===== config.mk =====
export PLATFORM = sky130hd
export DESIGN_NAME = hashed_block_buffer_cache_unit
export DESIGN_NICKNAME = d
export VERILOG_FILES = /design/src/rtl/hbc_pkg.sv /design/src/rtl/hbc_tag_ram.sv /design/src/rtl/hbc_bucket_div.sv /design/src/rtl/hashed_block_buffer_cache_unit.sv
export SDC_FILE = /design/constraint.sdc
export NUM_CORES = 2
export LEC_CHECK = 0
export BUFFER_PORTS_ARGS = -buffer_cell sky130_fd_sc_hd__buf_4
export CAP_MARGIN = 40
export CORE_MARGIN = 4
export CORE_UTILIZATION = 40
export CTS_BUF_LIST = sky130_fd_sc_hd__clkbuf_2
export CTS_CLUSTER_DIAMETER = 40
export DETAILED_ROUTE_END_ITERATION = 8
export SYNTH_ARGS = -nofsm -noshare
export SYNTH_HDL_FRONTEND = slang
export SYNTH_SLANG_ARGS = --single-unit

===== constraint.sdc =====
create_clock -name clk -period 5.5 [get_ports clk]
set_input_delay 0.275 -clock clk [delete_from_list [all_inputs] [get_ports clk]]
set_output_delay 0.275 -clock clk [all_outputs]
set_load 0.005 [all_outputs]

===== src/rtl/hbc_pkg.sv =====
// Shared types, sizes and codes for the hashed block buffer cache.
// No dependencies; every other file refers to it by scoped names.
package hbc_pkg;

  localparam int NUM_BUFFERS = 32;
  localparam int NUM_BUCKETS = 13;

  localparam int IDX_W  = $clog2(NUM_BUFFERS);
  localparam int BKT_W  = (NUM_BUCKETS > 1) ? $clog2(NUM_BUCKETS) : 1;
  localparam int BLK_W  = 32;
  localparam int SCAN_LAST = NUM_BUFFERS;
  localparam int CNT_W  = $clog2(SCAN_LAST + 1);

  // bucket = blk - NUM_BUCKETS * ((blk * BKT_RECIP) >> BKT_SHIFT), exact for any blk
  localparam int          BKT_L     = $clog2(NUM_BUCKETS);
  localparam int          BKT_SHIFT = BLK_W + BKT_L;
  localparam logic [63:0] BKT_ONE   = 64'd1 << BKT_SHIFT;
  localparam logic [BLK_W:0] BKT_RECIP =
    (BLK_W + 1)'((BKT_ONE + 64'(NUM_BUCKETS) - 64'd1) / 64'(NUM_BUCKETS));

  localparam logic [7:0] REF_MAX = 8'd255;

  localparam logic [2:0] REQ_READ    = 3'd0;
  localparam logic [2:0] REQ_WRITE   = 3'd1;
  localparam logic [2:0] REQ_RELEASE = 3'd2;
  localparam logic [2:0] REQ_PIN     = 3'd3;
  localparam logic [2:0] REQ_UNPIN   = 3'd4;

  localparam logic [1:0] ST_OK      = 2'd0;
  localparam logic [1:0] ST_NO_FREE = 2'd1;
  localparam logic [1:0] ST_RANGE   = 2'd2;

  typedef struct packed {
    logic [2:0]  req_type;
    logic [7:0]  device_id;
    logic [31:0] block_number;
    logic [4:0]  buffer_index;
  } in_word_t;

  typedef struct packed {
    logic [4:0] granted_buffer;
    logic       hit;
    logic       disk_read_needed;
    logic       disk_write_needed;
    logic [1:0] status;
  } out_word_t;

  // one buffer's tag entry
  typedef struct packed {
    logic [7:0]       dev;
    logic [BLK_W-1:0] blk;
    logic [BKT_W-1:0] bkt;
    logic             vld;
    logic [7:0]       refc;
    logic [IDX_W-1:0] rank;
  } ent_t;

  typedef struct packed {
    logic             en;
    logic [IDX_W-1:0] addr;
    ent_t             data;
  } wr_port_t;

endpackage


===== src/rtl/hbc_tag_ram.sv =====
// Tag entry memory: one write port, one read port, registered read data.
// Depends on hbc_pkg.
module hbc_tag_ram (
  input  logic                    clk,
  input  logic [hbc_pkg::IDX_W-1:0] rd_addr,
  input  hbc_pkg::wr_port_t       wr,
  output hbc_pkg::ent_t           rd_data
);

  hbc_pkg::ent_t mem [hbc_pkg::NUM_BUFFERS];
  hbc_pkg::ent_t rd_data_r;

  always_ff @(posedge clk) begin
    if (wr.en) begin
      mem[wr.addr] <= wr.data;
    end
    rd_data_r <= mem[rd_addr];
  end

  assign rd_data = rd_data_r;

endmodule


===== src/rtl/hbc_bucket_div.sv =====
// Remainder of a block number by the bucket count, two-stage reciprocal multiply.
// Depends on hbc_pkg.
module hbc_bucket_div (
  input  logic                      clk,
  input  logic [hbc_pkg::BLK_W-1:0] blk,
  output logic [hbc_pkg::BKT_W-1:0] rem
);

  localparam int PW = 2 * hbc_pkg::BLK_W + 1;

  logic [PW-1:0]             prod_r;
  logic [hbc_pkg::BLK_W-1:0] blk_r;
  logic [hbc_pkg::BLK_W-1:0] quo;
  logic [hbc_pkg::BLK_W-1:0] rem_full;
  logic [hbc_pkg::BKT_W-1:0] rem_r;

  // stage 2: quotient from the product, then remainder
  always_comb begin
    quo      = hbc_pkg::BLK_W'(prod_r >> hbc_pkg::BKT_SHIFT);
    rem_full = blk_r - hbc_pkg::BLK_W'(quo * hbc_pkg::BLK_W'(hbc_pkg::NUM_BUCKETS));
  end

  always_ff @(posedge clk) begin
    prod_r <= PW'(blk) * PW'(hbc_pkg::BKT_RECIP);
    blk_r  <= blk;
    rem_r  <= hbc_pkg::BKT_W'(rem_full);
  end

  assign rem = rem_r;

endmodule


===== src/rtl/hashed_block_buffer_cache_unit.sv =====
// Top level of the hashed block buffer cache tag manager: sequencer,
// result register. Depends on hbc_pkg, hbc_tag_ram, hbc_bucket_div.
//
//  channel | ports                      | word
//  --------+----------------------------+-------------------------
//  request | in_valid, in_stall, in_word   | hbc_pkg::in_word_t
//  result  | out_valid, out_stall, out_word| hbc_pkg::out_word_t
//
// A read scans all tag entries one per cycle through the single read port
// (hit and free-victim searches share the pass; the block's bucket comes from
// a two-stage reciprocal multiply that settles during the scan). A miss or a
// release to zero adds a recency sweep over all entries. Write and
// out-of-range requests go from idle straight to emit; pin/unpin/release
// pass through a single-entry update first. The emit cycle repeats while an
// earlier result waits. After reset a fill pass writes every entry; in_stall
// stays high meanwhile. A new word is taken while a result waits.
module hashed_block_buffer_cache_unit (
  input  logic               clk,
  input  logic               rst_n,
  input  logic               in_valid,
  output logic               in_stall,
  input  hbc_pkg::in_word_t  in_word,
  output logic               out_valid,
  input  logic               out_stall,
  output hbc_pkg::out_word_t out_word
);

  localparam logic [2:0] S_INIT   = 3'd0;
  localparam logic [2:0] S_IDLE   = 3'd1;
  localparam logic [2:0] S_SCAN   = 3'd2;
  localparam logic [2:0] S_DECIDE = 3'd3;
  localparam logic [2:0] S_SINGLE = 3'd4;
  localparam logic [2:0] S_SWEEP  = 3'd5;
  localparam logic [2:0] S_EMIT   = 3'd6;

  localparam int IW = hbc_pkg::IDX_W;
  localparam int CW = hbc_pkg::CNT_W;

  logic [2:0]            state_r, state_nxt;
  logic [CW-1:0]         cnt_r, cnt_nxt;
  hbc_pkg::in_word_t     req_r, req_nxt;
  logic                  hit_fnd_r, hit_fnd_nxt;
  logic [IW-1:0]         hit_idx_r, hit_idx_nxt;
  hbc_pkg::ent_t         hit_ent_r, hit_ent_nxt;
  logic                  vic_fnd_r, vic_fnd_nxt;
  logic [IW-1:0]         vic_idx_r, vic_idx_nxt;
  logic [hbc_pkg::BKT_W-1:0] vic_bkt_r, vic_bkt_nxt;
  logic [IW-1:0]         vic_rank_r, vic_rank_nxt;
  hbc_pkg::ent_t         vrec_r, vrec_nxt;
  hbc_pkg::out_word_t    res_r, res_nxt;
  hbc_pkg::out_word_t    out_r, out_nxt;
  logic                  out_valid_r, out_valid_nxt;

  logic [IW-1:0]         rd_addr;
  hbc_pkg::wr_port_t     wr;
  hbc_pkg::ent_t         rd_data;
  logic [hbc_pkg::BKT_W-1:0] bkt_rem;

  logic                  accept;
  logic [IW-1:0]         prev_idx;
  logic [IW-1:0]         req_idx;
  hbc_pkg::ent_t         upd;

  hbc_tag_ram u_ram (
    .clk     (clk),
    .rd_addr (rd_addr),
    .wr      (wr),
    .rd_data (rd_data)
  );

  // bucket of the held request's block number, registered in the divider
  hbc_bucket_div u_div (
    .clk (clk),
    .blk (req_r.block_number),
    .rem (bkt_rem)
  );

  assign accept   = in_valid && !in_stall;
  assign in_stall = (state_r != S_IDLE);
  assign prev_idx = IW'(cnt_r - CW'(1));
  assign req_idx  = IW'(req_r.buffer_index);

  always_comb begin
    state_nxt    = state_r;
    cnt_nxt      = cnt_r;
    req_nxt      = req_r;
    hit_fnd_nxt  = hit_fnd_r;
    hit_idx_nxt  = hit_idx_r;
    hit_ent_nxt  = hit_ent_r;
    vic_fnd_nxt  = vic_fnd_r;
    vic_idx_nxt  = vic_idx_r;
    vic_bkt_nxt  = vic_bkt_r;
    vic_rank_nxt = vic_rank_r;
    vrec_nxt     = vrec_r;
    res_nxt      = res_r;
    out_nxt      = out_r;
    out_valid_nxt = out_valid_r && out_stall;
    rd_addr      = cnt_r[IW-1:0];
    wr           = '0;
    upd          = rd_data;

    unique case (state_r)
      S_INIT: begin
        // fill pass: zero tags, rank of buffer k is NUM_BUFFERS-1-k
        wr.en        = 1'b1;
        wr.addr      = cnt_r[IW-1:0];
        wr.data      = '0;
        wr.data.rank = IW'(hbc_pkg::NUM_BUFFERS - 1) - cnt_r[IW-1:0];
        cnt_nxt      = cnt_r + CW'(1);
        if (cnt_r == CW'(hbc_pkg::NUM_BUFFERS - 1)) begin
          state_nxt = S_IDLE;
          cnt_nxt   = '0;
        end
      end

      S_IDLE: begin
        rd_addr   = IW'(in_word.buffer_index);
        if (accept) begin
          req_nxt     = in_word;
          cnt_nxt     = '0;
          hit_fnd_nxt = 1'b0;
          vic_fnd_nxt = 1'b0;
          res_nxt     = '0;
          if (in_word.req_type == hbc_pkg::REQ_READ) begin
            state_nxt = S_SCAN;
          end else if (in_word.req_type > hbc_pkg::REQ_UNPIN) begin
            state_nxt = S_EMIT;
          end else if (32'(in_word.buffer_index) >= hbc_pkg::NUM_BUFFERS) begin
            res_nxt.granted_buffer = in_word.buffer_index;
            state_nxt = S_EMIT;
          end else if (in_word.req_type == hbc_pkg::REQ_WRITE) begin
            res_nxt.granted_buffer    = in_word.buffer_index;
            res_nxt.disk_write_needed = 1'b1;
            state_nxt = S_EMIT;
          end else begin
            state_nxt = S_SINGLE;
          end
        end
      end

      S_SCAN: begin
        // read entry cnt, evaluate entry cnt-1 from the registered read
        if (cnt_r >= CW'(1) && cnt_r <= CW'(hbc_pkg::NUM_BUFFERS)) begin
          if (rd_data.dev == req_r.device_id &&
              rd_data.blk == req_r.block_number &&
              (!hit_fnd_r || rd_data.rank < hit_ent_r.rank)) begin
            hit_fnd_nxt = 1'b1;
            hit_idx_nxt = prev_idx;
            hit_ent_nxt = rd_data;
          end
          if (rd_data.refc == 8'd0 &&
              (!vic_fnd_r || rd_data.bkt < vic_bkt_r ||
               (rd_data.bkt == vic_bkt_r && rd_data.rank > vic_rank_r))) begin
            vic_fnd_nxt  = 1'b1;
            vic_idx_nxt  = prev_idx;
            vic_bkt_nxt  = rd_data.bkt;
            vic_rank_nxt = rd_data.rank;
          end
        end
        cnt_nxt = cnt_r + CW'(1);
        if (cnt_r == CW'(hbc_pkg::SCAN_LAST)) begin
          state_nxt = S_DECIDE;
        end
      end

      S_DECIDE: begin
        cnt_nxt = '0;
        if (hit_fnd_r) begin
          res_nxt.granted_buffer = 5'(hit_idx_r);
          res_nxt.hit            = 1'b1;
          if (hit_ent_r.refc >= hbc_pkg::REF_MAX) begin
            res_nxt.status = hbc_pkg::ST_RANGE;
          end else begin
            res_nxt.disk_read_needed = !hit_ent_r.vld;
            wr.en        = 1'b1;
            wr.addr      = hit_idx_r;
            wr.data      = hit_ent_r;
            wr.data.refc = hit_ent_r.refc + 8'd1;
            wr.data.vld  = 1'b1;
          end
          state_nxt = S_EMIT;
        end else if (!vic_fnd_r) begin
          res_nxt.status = hbc_pkg::ST_NO_FREE;
          state_nxt = S_EMIT;
        end else begin
          res_nxt.granted_buffer   = 5'(vic_idx_r);
          res_nxt.disk_read_needed = 1'b1;
          vrec_nxt.dev  = req_r.device_id;
          vrec_nxt.blk  = req_r.block_number;
          vrec_nxt.bkt  = bkt_rem;
          vrec_nxt.vld  = 1'b1;
          vrec_nxt.refc = 8'd1;
          vrec_nxt.rank = '0;
          state_nxt = S_SWEEP;
        end
      end

      S_SINGLE: begin
        res_nxt.granted_buffer = req_r.buffer_index;
        state_nxt = S_EMIT;
        case (req_r.req_type)
          hbc_pkg::REQ_PIN: begin
            upd.refc = rd_data.refc + 8'd1;
            if (rd_data.refc >= hbc_pkg::REF_MAX) begin
              res_nxt.status = hbc_pkg::ST_RANGE;
            end
          end
          default: begin
            upd.refc = rd_data.refc - 8'd1;
            if (rd_data.refc == 8'd0) begin
              res_nxt.status = hbc_pkg::ST_RANGE;
            end
          end
        endcase
        if (res_nxt.status == hbc_pkg::ST_OK) begin
          wr.en   = 1'b1;
          wr.addr = req_idx;
          wr.data = upd;
          // release to zero: move to most recent
          if (req_r.req_type == hbc_pkg::REQ_RELEASE && upd.refc == 8'd0) begin
            vic_idx_nxt   = req_idx;
            vic_rank_nxt  = rd_data.rank;
            vrec_nxt      = upd;
            vrec_nxt.rank = '0;
            cnt_nxt       = '0;
            state_nxt     = S_SWEEP;
          end
        end
      end

      S_SWEEP: begin
        // ranks below the moved entry's old rank age by one
        if (cnt_r >= CW'(1)) begin
          if (prev_idx == vic_idx_r) begin
            wr.en   = 1'b1;
            wr.addr = prev_idx;
            wr.data = vrec_r;
          end else if (rd_data.rank < vic_rank_r) begin
            wr.en        = 1'b1;
            wr.addr      = prev_idx;
            wr.data      = rd_data;
            wr.data.rank = rd_data.rank + IW'(1);
          end
        end
        cnt_nxt = cnt_r + CW'(1);
        if (cnt_r == CW'(hbc_pkg::NUM_BUFFERS)) begin
          state_nxt = S_EMIT;
        end
      end

      S_EMIT: begin
        if (!out_valid_r || !out_stall) begin
          out_nxt       = res_r;
          out_valid_nxt = 1'b1;
          state_nxt     = S_IDLE;
        end
      end

      default: begin
        state_nxt = S_IDLE;
      end
    endcase
  end

  always_ff @(posedge clk) begin
    if (!rst_n) begin
      state_r     <= S_INIT;
      cnt_r       <= '0;
      out_valid_r <= 1'b0;
      hit_fnd_r   <= 1'b0;
      vic_fnd_r   <= 1'b0;
    end else begin
      state_r     <= state_nxt;
      cnt_r       <= cnt_nxt;
      out_valid_r <= out_valid_nxt;
      hit_fnd_r   <= hit_fnd_nxt;
      vic_fnd_r   <= vic_fnd_nxt;
    end
  end

  always_ff @(posedge clk) begin
    req_r      <= req_nxt;
    hit_idx_r  <= hit_idx_nxt;
    hit_ent_r  <= hit_ent_nxt;
    vic_idx_r  <= vic_idx_nxt;
    vic_bkt_r  <= vic_bkt_nxt;
    vic_rank_r <= vic_rank_nxt;
    vrec_r     <= vrec_nxt;
    res_r      <= res_nxt;
    out_r      <= out_nxt;
  end

  assign out_valid = out_valid_r;
  assign out_word  = out_r;

endmodule

# Word level (Yosys, flattened, before mapping)
# Memories as Yosys holds them, arrays and structs flattened. A register that Yosys moved wholly into a read port is not among the register bits.
# Index checks and enable logic that the tools add are counted.
[word_totals]
ff_bits = 286
ramBits = 1856
in_bits = 52
out_inout_bits = 12
elab_cells = 213
memories = 1
[mem_list]
columns = ["memory", "words", "word_bits", "rd", "rd_ports_with_merged_regs", "wr", "line", "source"]
rows = [
  ["u_ram.mem", 32, 58, 1, 1, 1, "hbc_tag_ram.sv:10", "hbc_pkg::ent_t mem [hbc_pkg::NUM_BUFFERS];"],
]
[classes]
addsub = 8
mul = 2
n_lt_le_gt_ge = 9
n_eq_ne = 33
mux = 77
n_reduce_logical = 45
[ops]
columns = ["cell", "count"]
rows = [
  ["$mux W64", 6],
  ["$pmux W64 S4", 1],
  ["$mux W58", 4],
  ["$pmux W58 S2", 1],
  ["$mux W5", 14],
  ["$mul A32 B31 Y63 const B", 1],
  ["$eq A32 B32 Y1", 1],
  ["$pmux W6 S5", 1],
  ["$mul A29 B4 Y4 const B", 1],
  ["$ne A2 B2 Y1 const B", 13],
  ["$mux W2", 12],
  ["$mux W6", 4],
  ["$mux W3", 7],
  ["$pmux W3 S7", 1],
  ["$pmux W5 S2", 2],
  ["$reduce_and A4 Y1", 5],
  ["$add A8 B1 Y8 const B", 2],
  ["$ge A8 B8 Y1 const B", 2],
  ["$logic_not A8 Y1", 2],
  ["$mux W1", 16],
  ["$mux W8", 2],
  ["$pmux W5 S3", 1],
  ["$reduce_and A5 Y1", 3],
  ["$eq A3 B2 Y1 const B", 4],
  ["36 further kinds", 68],
]

# Longest topological paths before layout
[logic_depth]
word_depth = 9
mapped_depth = 22
mapped_depth_nobuf = 22

# By module
# A second synthesis with hierarchy kept.
[hier_totals]
cells_unflattened = 6029
area_unflattened_um2 = 94092.7
[modules_own_cells]
columns = ["module", "n_inst", "cells_each", "area_each_um2", "seq_area_each_um2"]
rows = [
  ["hbc_tag_ram", 1, 4055, 73197.7, 56894.6],
  ["hashed_block_buffer_cache_unit", 1, 956, 10502.6, 6185.9],
  ["hbc_bucket_div", 1, 1018, 10392.5, 240.2],
]

# Least setup slack after synthesis
# OpenSTA, ideal clock, no wires.
[synth_timing]
path_type = "reg-to-reg"
from = "register req_r[17] (netlist name)"
to = "register u_div.prod_r[39]"
setup_ns = 0.072
arrival_ns = 6.050
required_ns = 5.428
slack_ns = -0.622
stages_incl_launch_ff = 20
path_buffers = 0
period_less_slack_ns = 6.122
path_cell_list = "edfxtp_1 -> inv_1 -> fa_1 -> inv_1 -> ha_1 -> inv_1 -> fa_1 -> inv_1 -> fa_1 -> fa_1 -> fa_1 -> fa_1 -> fa_1 -> ha_1 -> nand2_1 -> or4_1 -> a211oi_1 -> o21ai_0 -> o31ai_1 -> xnor2_1"
[synth_via]
elab_chain_len = 1
[synth_rtl]
columns = ["item", "line", "source"]
rows = [
  ["start: declaration", "hashed_block_buffer_cache_unit.sv:41", "hbc_pkg::in_word_t req_r, req_nxt;"],
  ["start signal: assignment", "hashed_block_buffer_cache_unit.sv:282", "req_r <= req_nxt;"],
  ["$mul A32 B31 Y63", "hbc_bucket_div.sv:24", "prod_r <= PW'(blk) * PW'(hbc_pkg::BKT_RECIP);"],
  ["end signal: assignment", "hbc_bucket_div.sv:24", ""],
  ["end: declaration", "hbc_bucket_div.sv:11", "logic [PW-1:0] prod_r;"],
]
# Every way passes these cells.
# A chain may end at the register's enable or synchronous reset.

# Worst setup path in the final report
[layout_timing]
from = "register req_r[25] (netlist name)"
to = "register u_div.prod_r[38]"
# Same word-level chain as after synthesis.

==> out/qor.csv <==
metric,value,unit
number of library cell types mapped by synthesis,72,
number of I/O port buffers,63,
Cells after Synth,5202,
first-pass GRT wire length,381800,um
Multi-input gate area,27610,um2
"Top FF cell, synth",edfxtp_1,
DR vias,52800,
vias in the first global route,55060,
Worst-Skew Late Latency,1.85,ns
vias per cell,5.496,
crit path max fanout,3,
Fin. Hold Viols,0,
setup TNS,-2.324,ns
Fillers,19900,
final worst slack,-0.6492,ns
Std-Cell Core Area,230300,um2
antenna violations before repair,5,
Chip Width,489.6,um
Placement Cell Area,100800,um2
1st-iter DRT viols,5388,
"Area growth, synth to finish",16.02,%
Synth top cells by count,"edfxtp_1, nand2_1, mux4_2",
total wire length,263100,um
minimum clock period,6.149,ns
Fmax,162.6,MHz
CP Launch Type,flop,
failing checks,negative setup slack,
final net count,6752,
CP Capture Type,flop,
Synth area leaders,"edfxtp_1, mux4_2, fa_1",
Starting Density,40.27,%
fin crit share,111.8,%
CTS tree,built,
Clock Skews,0.2216,ns
Synth Register Bits,2136,
Top Ports,64,
largest area contributor in the netlist,edfxtp_1,
DRC,0,
Worst Max-Slew Pin Slew,1.229,ns
status,finished with violations,
synth warn,0,
CTS Buf Count,565,
Root Driver,clkbuf_2,
Clock transition at path regs,0.11,ns
Hold Path Class,in2reg,
H-tree levels,6,
syn avg cell area,17.83,um2
Netlist Area Pre-Place,92760,um2
Final setup violation count,4,
fin area,107600,um2
largest net degree at the start of global routing,91,
sequential cell area,63320,um2
clk sink count,2136,
remaining antenna violation count,0,
Final GP Congestion,0.8815,
Max Cap Viol,0,
Detailed Place HPWL,156500,um
Rows,176,
post-synth top area share,66.49,%
Avg WL per Cell,27.38,um
worst hold slack,0.3044,ns
crit path kind,reg2reg,
unrepaired setup endpoints after global routing,true,
die span in y,489.6,um
dpl ws,-0.7178,ns
Post-synth EDFFs,2054,
Worst Path Arrival,7.81,ns
Overflow after GRT,0,
post-synthesis sequential area ratio,68.26,%
GRT Util Overall,22.01,%
Mapped Nets,5753,
deepest clock path buffer count,4,
share of post-route cells with drive strength above 1,29.95,%
Max-Slew Margin vs Limit,18.06,%
"FFs w/ async S/R, synth",0,%
top-count cell post-synth,edfxtp_1,
"Req. time, crit path",7.16,ns
Max Slew Vio Count,0,
First-pass DRT Iterations,8,
die area,239700,um2
critical path: stages, from the launching register on:
cell and delay [ns]:
edfxtp_1 0.41, buf_6 0.15, fa_1 0.51, buf_4 0.16, fa_1 0.57, inv_2 0.05
fa_1 0.49, inv_1 0.06, fa_1 0.54, fa_1 0.43, fa_1 0.49, fa_1 0.53
ha_4 0.30, inv_1 0.05, or4_4 0.54, a211oi_2 0.25, o21ai_2 0.11, o31ai_2 0.22
xor2_1 0.16
sequential cells by signal (all words and copies together) (netlist names), 5 cells and up:
| name | flops |
|---|---|
| res_r | 10 |
| vic_rank_r | 5 |
| req_r | 43 |
| req_idx | 5 |
| u_ram.rd_data | 58 |
| hit_idx_r | 5 |
| u_ram.mem | 1856 |
| hit_ent_r | 58 |
| vic_idx_r | 5 |
| cnt_r | 6 |
| out_word | 10 |
| vrec_r | 53 |
repair_timing:
| action | in CTS | in global routing |
|---|---|---|
| hold buffers | 162 | 0 |
| hold endpoints to repair | 192 | 0 |
| pin swaps | 29 | 18 |
| setup endpoints to repair | 4 | 4 |
| resized for setup | 28 | 13 |
| buffers inserted | 14 | 4 |
| gates cloned | 0 | 0 |
stage by stage:
stage / util (%) / instances
2_1_floorplan: - / 5202
3_3_place_gp: 43.65 / 8462
3_5_place_dp: 43.78 / 8480
4_1_cts: 46.68 / 9597
5_1_grt: 46.72 / 9607
6_report: 46.72 / 9607
placed cells by master, fill, tap and decap left out, types with 11 or more instances in the layout:
cell / n
ha_1: 242
o21ai_0: 58
nand3_1: 137
xor2_1: 53
dfxtp_1: 82
dlygate4sd3_1: 162
inv_2: 26
xnor2_1: 40
a32oi_1: 60
inv_1: 368
mux4_2: 464
nor2_4: 33
clkinv_1: 73
nand2_1: 507
buf_4: 386
mux2i_1: 64
clkinv_2: 14
nor2b_1: 11
fa_1: 244
a22oi_1: 44
clkbuf_2: 827
edfxtp_1: 2054
nor4_1: 13
buf_12: 91
o21ai_1: 14
and3_1: 63
nor2_1: 101
o21ai_2: 39
a21oi_1: 82
nand4_1: 13
layout make-up:
type / instances / area share (%)
clock buffer: 827 / 3.846
tap: 3026 / 3.518
sequential: 2136 / 58.84
antenna: 6 / 0.01395
multi-input combinational: 2460 / 25.65
inverter: 380 / 1.325
timing repair buffer: 658 / 6.162
clock inverter: 114 / 0.6487
routing by layer:
| metal | global-route usage [%] | wire length [um] | vias up | share of wire [%] |
|---|---|---|---|---|
| li1 | - | - | 22370 | - |
| met1 | 29.98 | 106900 | 27620 | 41 |
| met2 | 35.68 | 127600 | 2406 | 49 |
| met3 | 4.509 | 21450 | 405 | 8.2 |
| met4 | 7.033 | 7107 | 0 | 2.7 |
| met5 | 0 | 0 | - | 0 |
kinds of logic (layout without fill, tap and decap cells):
kind of cell | after synthesis | after routing | share of synthesized area (%)
buffers and inverters | 606 | 1979 | 2.746
other | 0 | 6 | 0
multiplexers | 532 | 532 | 12.03
flip-flops | 2136 | 2136 | 68.26
adder cells (fa/ha/maj) | 499 | 499 | 8.754
AND/OR/NAND/NOR | 942 | 942 | 4.485
AO/OA/AOI/OAI | 392 | 392 | 2.798
XOR/XNOR | 95 | 95 | 0.9267
worst paths after layout:
check        slack, ns        start  depth (start not counted)          endpoint
max              -0.65    req_r[25]                         18  u_div.prod_r[38]
max reg2reg      -0.65    req_r[25]                         18  u_div.prod_r[38]
min               0.30  in_word[19]                          4         req_r[19]
min reg2reg       0.41     res_r[7]                          0       out_word[7]
Power is not shown: default switching activity piles up to over one toggle a cycle in this logic, so the estimate is an artifact.
